===== src/rtl/core/q2bdp_pkg.sv =====
// Package for the 2-bit block quantized dot product: item types and constants.
`timescale 1ns / 1ps
`default_nettype none

package q2bdp_pkg;

  // Binary16 field layout and the special-value substitutes.
  localparam int unsigned HalfExpW  = 5;
  localparam int unsigned HalfManW  = 10;
  localparam logic [HalfExpW-1:0] HalfExpMax = 5'd31;
  localparam logic [HalfExpW-1:0] HalfExpSub = 5'd0;
  // Infinity and NaN decode as 65504 = 2047 * 2^5, i.e. 2047 << 29 in 2^-24 units.
  localparam logic [HalfManW:0]   InfMant    = 11'd2047;
  localparam logic [HalfExpW-1:0] InfShift   = 5'd29;

  // Widths along the datapath.
  localparam int unsigned MantW  = HalfManW + 1;   // 11-bit significand
  localparam int unsigned WMantW = MantW + 2;      // times 3 at most
  localparam int unsigned ActW   = 32;
  localparam int unsigned ProdW  = WMantW + ActW;  // 45
  localparam int unsigned WideW  = ProdW + 29;     // after the largest exponent shift
  localparam int unsigned FracDrop = 25;           // 2^-41 units down to Q16.16
  localparam int unsigned TermW  = WideW - FracDrop;
  localparam int unsigned SumW   = 64;

  localparam logic signed [SumW-1:0] SumMax = {1'b0, {(SumW-1){1'b1}}};
  localparam logic signed [SumW-1:0] SumMin = {1'b1, {(SumW-1){1'b0}}};

  typedef struct packed {
    logic [1:0]               weight_code;
    logic [15:0]              scale_half;
    logic signed [ActW-1:0]   activation;
    logic                     last_element;
  } in_item_t;

  typedef struct packed {
    logic signed [SumW-1:0]   dot_product;
    logic                     overflowed;
  } out_item_t;

endpackage

`default_nettype wire


===== src/rtl/core/q2_block_dot_product.sv =====
// Streaming 2-bit block quantized dot product with saturating Q48.16 accumulator.
// Pipeline: input, product and term regs, then the result reg; a row's result
//   follows its last item only.
// Throughput: one item per cycle; the only stall comes from a held result meeting
//   another row end, which backs up through the pipeline.
// Reset: clears all stage valids, the running sum and the overflow flag.
`timescale 1ns / 1ps
`default_nettype none

module q2_block_dot_product (
  input  wire logic                 clk_i,
  input  wire logic                 rst_ni,
  input  wire logic                 in_valid_i,
  output logic                      in_stall_o,
  input  wire q2bdp_pkg::in_item_t  in_item_i,
  output logic                      out_valid_o,
  input  wire logic                 out_stall_i,
  output q2bdp_pkg::out_item_t      out_item_o
);
  import q2bdp_pkg::*;

  // Stage valids.
  logic s0_v_q, s0_v_d, s1_v_q, s1_v_d, s2_v_q, s2_v_d, out_v_q, out_v_d;
  logic s0_rdy, s1_rdy, s2_rdy, s0_go, s1_go, acc_go, accept;

  // Stage payloads.
  in_item_t                  s0_q;
  logic [ProdW-1:0]          s1_prod_q, s1_prod_d;
  logic [HalfExpW-1:0]       s1_sh_q, s1_sh_d;
  logic                      s1_neg_q, s1_neg_d, s1_last_q;
  logic signed [SumW-1:0]    s2_term_q, s2_term_d;
  logic                      s2_last_q;
  out_item_t                 out_q;

  // Accumulator state.
  logic signed [SumW-1:0]    sum_q, sum_d, sum_new;
  logic                      flag_q, flag_d, flag_new;

  // Decode and multiply signals.
  logic [HalfExpW-1:0]       exp_f;
  logic [HalfManW-1:0]       man_f;
  logic [MantW-1:0]          mant;
  logic [WMantW-1:0]         wmant;
  logic                      wneg, aneg;
  logic [ActW-1:0]           amag;

  // Shift and accumulate signals.
  logic [WideW-1:0]          wide;
  logic [TermW-1:0]          pmag;
  logic signed [SumW:0]      sum_ext;
  logic                      ovf;

  // Handshake: a stage moves when the next one is free or moving.
  assign acc_go = s2_v_q && (!s2_last_q || !out_v_q || !out_stall_i);
  assign s2_rdy = !s2_v_q || acc_go;
  assign s1_go  = s1_v_q && s2_rdy;
  assign s1_rdy = !s1_v_q || s2_rdy;
  assign s0_go  = s0_v_q && s1_rdy;
  assign s0_rdy = !s0_v_q || s1_rdy;
  assign accept = in_valid_i && s0_rdy;
  assign in_stall_o = !s0_rdy;

  always_comb begin
    s0_v_d  = accept | (s0_v_q & ~s0_go);
    s1_v_d  = s0_go  | (s1_v_q & ~s1_go);
    s2_v_d  = s1_go  | (s2_v_q & ~acc_go);
    out_v_d = out_v_q & out_stall_i;
    if (acc_go && s2_last_q) begin
      out_v_d = 1'b1;
    end
  end

  // Stage 1: decode the half scale, form (2*code-3)*mant and multiply by |activation|.
  always_comb begin
    exp_f = s0_q.scale_half[14:10];
    man_f = s0_q.scale_half[9:0];
    if (exp_f == HalfExpSub) begin
      mant    = {1'b0, man_f};
      s1_sh_d = '0;
    end else if (exp_f == HalfExpMax) begin
      mant    = InfMant;
      s1_sh_d = InfShift;
    end else begin
      mant    = {1'b1, man_f};
      s1_sh_d = exp_f - HalfExpW'(1);
    end
    case (s0_q.weight_code)
      2'd0, 2'd3: wmant = {1'b0, mant, 1'b0} + {2'b00, mant};
      default:    wmant = {2'b00, mant};
    endcase
    wneg = (s0_q.weight_code[1] == 1'b0) ^ s0_q.scale_half[15];
    aneg = s0_q.activation[ActW-1];
    amag = aneg ? (~s0_q.activation + ActW'(1)) : s0_q.activation;
    s1_prod_d = ProdW'(wmant) * ProdW'(amag);
    s1_neg_d  = wneg ^ aneg;
  end

  // Stage 2: apply the exponent, truncate to Q16.16 on the magnitude, then sign.
  always_comb begin
    wide      = {{(WideW-ProdW){1'b0}}, s1_prod_q} << s1_sh_q;
    pmag      = wide[WideW-1:FracDrop];
    s2_term_d = s1_neg_q ? -$signed({{(SumW-TermW){1'b0}}, pmag})
                         :  $signed({{(SumW-TermW){1'b0}}, pmag});
  end

  // Stage 3: saturating accumulate; clear on the row end.
  always_comb begin
    sum_ext  = {sum_q[SumW-1], sum_q} + {s2_term_q[SumW-1], s2_term_q};
    ovf      = sum_ext[SumW] != sum_ext[SumW-1];
    sum_new  = ovf ? (sum_ext[SumW] ? SumMin : SumMax) : sum_ext[SumW-1:0];
    flag_new = flag_q | ovf;
    sum_d    = sum_q;
    flag_d   = flag_q;
    if (acc_go) begin
      if (s2_last_q) begin
        sum_d  = '0;
        flag_d = 1'b0;
      end else begin
        sum_d  = sum_new;
        flag_d = flag_new;
      end
    end
  end

  always_ff @(posedge clk_i or negedge rst_ni) begin
    if (!rst_ni) begin
      s0_v_q  <= 1'b0;
      s1_v_q  <= 1'b0;
      s2_v_q  <= 1'b0;
      out_v_q <= 1'b0;
      sum_q   <= '0;
      flag_q  <= 1'b0;
    end else begin
      s0_v_q  <= s0_v_d;
      s1_v_q  <= s1_v_d;
      s2_v_q  <= s2_v_d;
      out_v_q <= out_v_d;
      sum_q   <= sum_d;
      flag_q  <= flag_d;
    end
  end

  always_ff @(posedge clk_i) begin
    if (accept) begin
      s0_q <= in_item_i;
    end
    if (s0_go) begin
      s1_prod_q <= s1_prod_d;
      s1_sh_q   <= s1_sh_d;
      s1_neg_q  <= s1_neg_d;
      s1_last_q <= s0_q.last_element;
    end
    if (s1_go) begin
      s2_term_q <= s2_term_d;
      s2_last_q <= s1_last_q;
    end
    if (acc_go && s2_last_q) begin
      out_q.dot_product <= sum_new;
      out_q.overflowed  <= flag_new;
    end
  end

  assign out_valid_o = out_v_q;
  assign out_item_o  = out_q;

endmodule

`default_nettype wire


===== config.mk =====
export PLATFORM = sky130hd
export DESIGN_NAME = q2_block_dot_product
export DESIGN_NICKNAME = d
export VERILOG_FILES = /design/src/rtl/core/q2bdp_pkg.sv /design/src/rtl/core/q2_block_dot_product.sv
export SDC_FILE = /design/constraint.sdc
export NUM_CORES = 2
export LEC_CHECK = 0
export ABC_AREA = 0
export BUFFER_PORTS_ARGS = -buffer_cell sky130_fd_sc_hd__buf_2
export CORE_MARGIN = 4
export CORE_UTILIZATION = 25
export CTS_BUF_LIST = sky130_fd_sc_hd__clkbuf_8 sky130_fd_sc_hd__clkbuf_16
export CTS_CLUSTER_DIAMETER = 60
export DETAILED_ROUTE_END_ITERATION = 16
export HOLD_SLACK_MARGIN = 0.1
export MAX_ROUTING_LAYER = met4
export SLEW_MARGIN = 20
export SYNTH_ARGS = -nofsm -noshare
export SYNTH_HDL_FRONTEND = slang
export SYNTH_SLANG_ARGS = --single-unit

===== constraint.sdc =====
create_clock -name clk_i -period 28.8 [get_ports clk_i]
set_clock_uncertainty 0.2 [all_clocks]
set_input_delay 5.76 -clock clk_i [delete_from_list [all_inputs] [get_ports clk_i]]
set_output_delay 5.76 -clock clk_i [all_outputs]
set_load 0.01 [all_outputs]

==> metrics.cfg <==
[run_status]
status=completed

[logic_synthesis]
postSynthAreaPerCell_um2=9.56
async_reset_ff_frac=0.228
ys_seq_area_frac=0.267
syn_nets=3968
synth_seq_cells=302
synth_edf_count=233
synth_cells=3413
synthesis.area_um2=32600
yosysUniqueCellTypes=86
yosys_warnings=0
synthFlopType=edfxtp_1

[clock_tree]
cts_buffers=43
cts_max_path_buffers=3
cts_setup_buffers=0
ctsResizeCount=0
clkTransAtPathRegs_ns=0.06
htreeDepth=2
insertion_delay_ns=0.60
cts_hold_buf=0
cts_root_buffer=clkbuf_16
cts_sinks=302
cts_tree=built

[global_routing]
grt_pass1_wl_mm=143
antenna_found_initial=0
grt_max_degree=92
grt-ovfl-total=0
grt_pass1_vias=25551
grt_usage=0.134

[routing]
vias=24979
routed_via_density=4.78
wl_per_cell_um=17.1
drc=0
drt_wl_total_mm=89.2
dr.pass1.iters=5
antenna_left=0
drt-initial-drc-count=1846

[place]
port_buffers=121
finalWeightedCongestion=0.906
dp_cells=5149
hpwlAfterDp_mm=69.2
placed_cell_area_um2=35100

[worst_setup_path]
required_ns=22.84
worstPathArrival_ns=7.21
timing.rr.start=exp_f[0]
r2r_slack_ns=18.29
crit_path_max_fanout=4
path_class=in2out
cp-start-kind=input port
crit_path_start=out_stall_i
end_kind=output port
reg2reg_depth=37
cp_slowest_cell=nand3_1
rr_endpoint=s1_prod_q[44]
cpLargestDelayFamily=simple AND/OR/NAND/NOR gates
critPathMaxStageDelay_ns=0.44
worst-path-buf-inv=3
crit_chain=buf_2, nand3_1, nor2_1, nand3_1, inv_1, buf_2

[finish]
mostFrequentLayoutCell=nand2_1
layout_common_cells=nand2_1 (494), inv_1 (422), fa_1 (332)
syn2layout_area_growth_pct=12.6
antenna_cells=0
layout.cells.non_filler=5229
drive_gt1_frac=0.108
fin_area_um2=36700
fin_nets=4007

[floorplan]
ios=122
core_area_um2=129000
initial_utilization=0.252
num_rows=132
die-area_um2=136000
dieWidth_um=369
fp.dieH_um=369

[timing]
tightest_slew_ns=1.12
clock.fmax_mhz=75.9
rsz0062_at_grt=false
setup_viol=0
period_minus_slack_ns=13.17
hold_viol=0
maxSlewViolCount=0
period_share=0.457
setup_tns_ns=0
max_slew_margin=0.255

[min_path]
hold_path_end=s2_last_q
min_path_type=reg2reg
hold_depth=0
hp-start=s1_last_q

[run]
drv_cap=0

-- cells by family after synthesis --
| kind of cell | count (synthesis) | share of synthesized area |
|---|---|---|
| fa+ha+maj | 500 | 0.268 |
| simple gates | 1014 | 0.139 |
| xor+xnor | 204 | 0.0548 |
| flops | 302 | 0.267 |
| buf+inv | 588 | 0.0689 |
| compound gates | 673 | 0.137 |
| mux | 132 | 0.0640 |
-- layer usage --
layer / up-vias / GRT usage / wire length, um
met5: - / - / 0
met4: 0 / 0.0332 / 2110
met3: 122 / 0.0266 / 6200
met2: 735 / 0.206 / 39900
met1: 12367 / 0.182 / 40900
li1: 11755 / - / -
-- how the worst max path moves through the flow --
stage / slack [ns] / depth (start not counted) / endpoint
global placement: 15.59 / 6 / in_stall_o
detailed placement: 15.64 / 6 / in_stall_o
CTS: 15.63 / 6 / in_stall_o
floorplan: 16.60 / 4 / in_stall_o
global route: 15.51 / 6 / in_stall_o
finish: 15.63 / 6 / in_stall_o
-- cell usage after synthesis, types with 8 or more instances --
| library cell | instances | area share |
|---|---|---|
| nand2_1 | 495 | 0.057 |
| inv_1 | 417 | 0.048 |
| fa_1 | 332 | 0.20 |
| edfxtp_1 | 233 | 0.21 |
| nor2_1 | 224 | 0.026 |
| ha_1 | 168 | 0.064 |
| o21ai_0 | 157 | 0.024 |
| a21oi_1 | 148 | 0.023 |
| clkbuf_1 | 143 | 0.016 |
| xnor2_1 | 131 | 0.035 |
| xor2_1 | 73 | 0.020 |
| dfrtp_1 | 69 | 0.053 |
| a21o_1 | 63 | 0.014 |
| mux4_2 | 58 | 0.040 |
| and2_1 | 54 | 0.010 |
| o311ai_0 | 48 | 0.013 |
| mux2i_1 | 41 | 0.013 |
| nor3_1 | 41 | 0.0063 |
| nand2b_1 | 35 | 0.0067 |
| nand3_1 | 34 | 0.0052 |
| mux2_2 | 32 | 0.011 |
| o31a_1 | 27 | 0.0073 |
| o21bai_1 | 26 | 0.0060 |
| nor2b_1 | 25 | 0.0048 |
| nand4_1 | 24 | 0.0046 |
| o211ai_1 | 22 | 0.0051 |
| a31oi_1 | 21 | 0.0040 |
| o21a_1 | 21 | 0.0048 |
| and3_1 | 16 | 0.0031 |
| o31ai_1 | 16 | 0.0037 |
| or3_1 | 14 | 0.0027 |
| or2_2 | 13 | 0.0025 |
| a211oi_1 | 12 | 0.0028 |
| buf_1 | 12 | 0.0014 |
| o21ai_1 | 11 | 0.0017 |
| nor4_1 | 10 | 0.0019 |
| a21boi_0 | 8 | 0.0018 |
| a221oi_1 | 8 | 0.0021 |
| buf_2 | 8 | 0.0012 |
-- per-stage QoR --
| stage | utilization | setup WS [ns] | hold slack, ns |
|---|---|---|---|
| 5_1_grt | 0.284 | 15.51 | 0.275 |
| 6_report | 0.284 | 15.63 | 0.243 |
| 2_1_floorplan | - | 16.60 | 0.200 |
| 4_1_cts | 0.284 | 15.63 | 0.278 |
| 3_3_place_gp | 0.271 | 15.59 | 0.261 |
| 3_5_place_dp | 0.271 | 15.64 | 0.268 |
-- registers in the layout, indices dropped and copies added (netlist names), 5 cells and up --
register / flops
exp_f: 5
man_f: 10
s0_q: 35
s1_sh_q: 5
out_item_o: 65
s2_term_q: 64
sum_q: 64
s1_prod_q: 45
-- area by class of cell --
class	instances	area, um2
clock buffers	46	1120
well taps	1742	2180
fillers	13770	92800
inverters	420	1580
flip-flops and latches	302	8720
multi-input cells	2523	21700
clock inverters	34	462
repair buffers	162	916
Power is left out: the tool's default activity adds up to more than one toggle a clock period on the data nets, which glitch-free logic cannot reach.
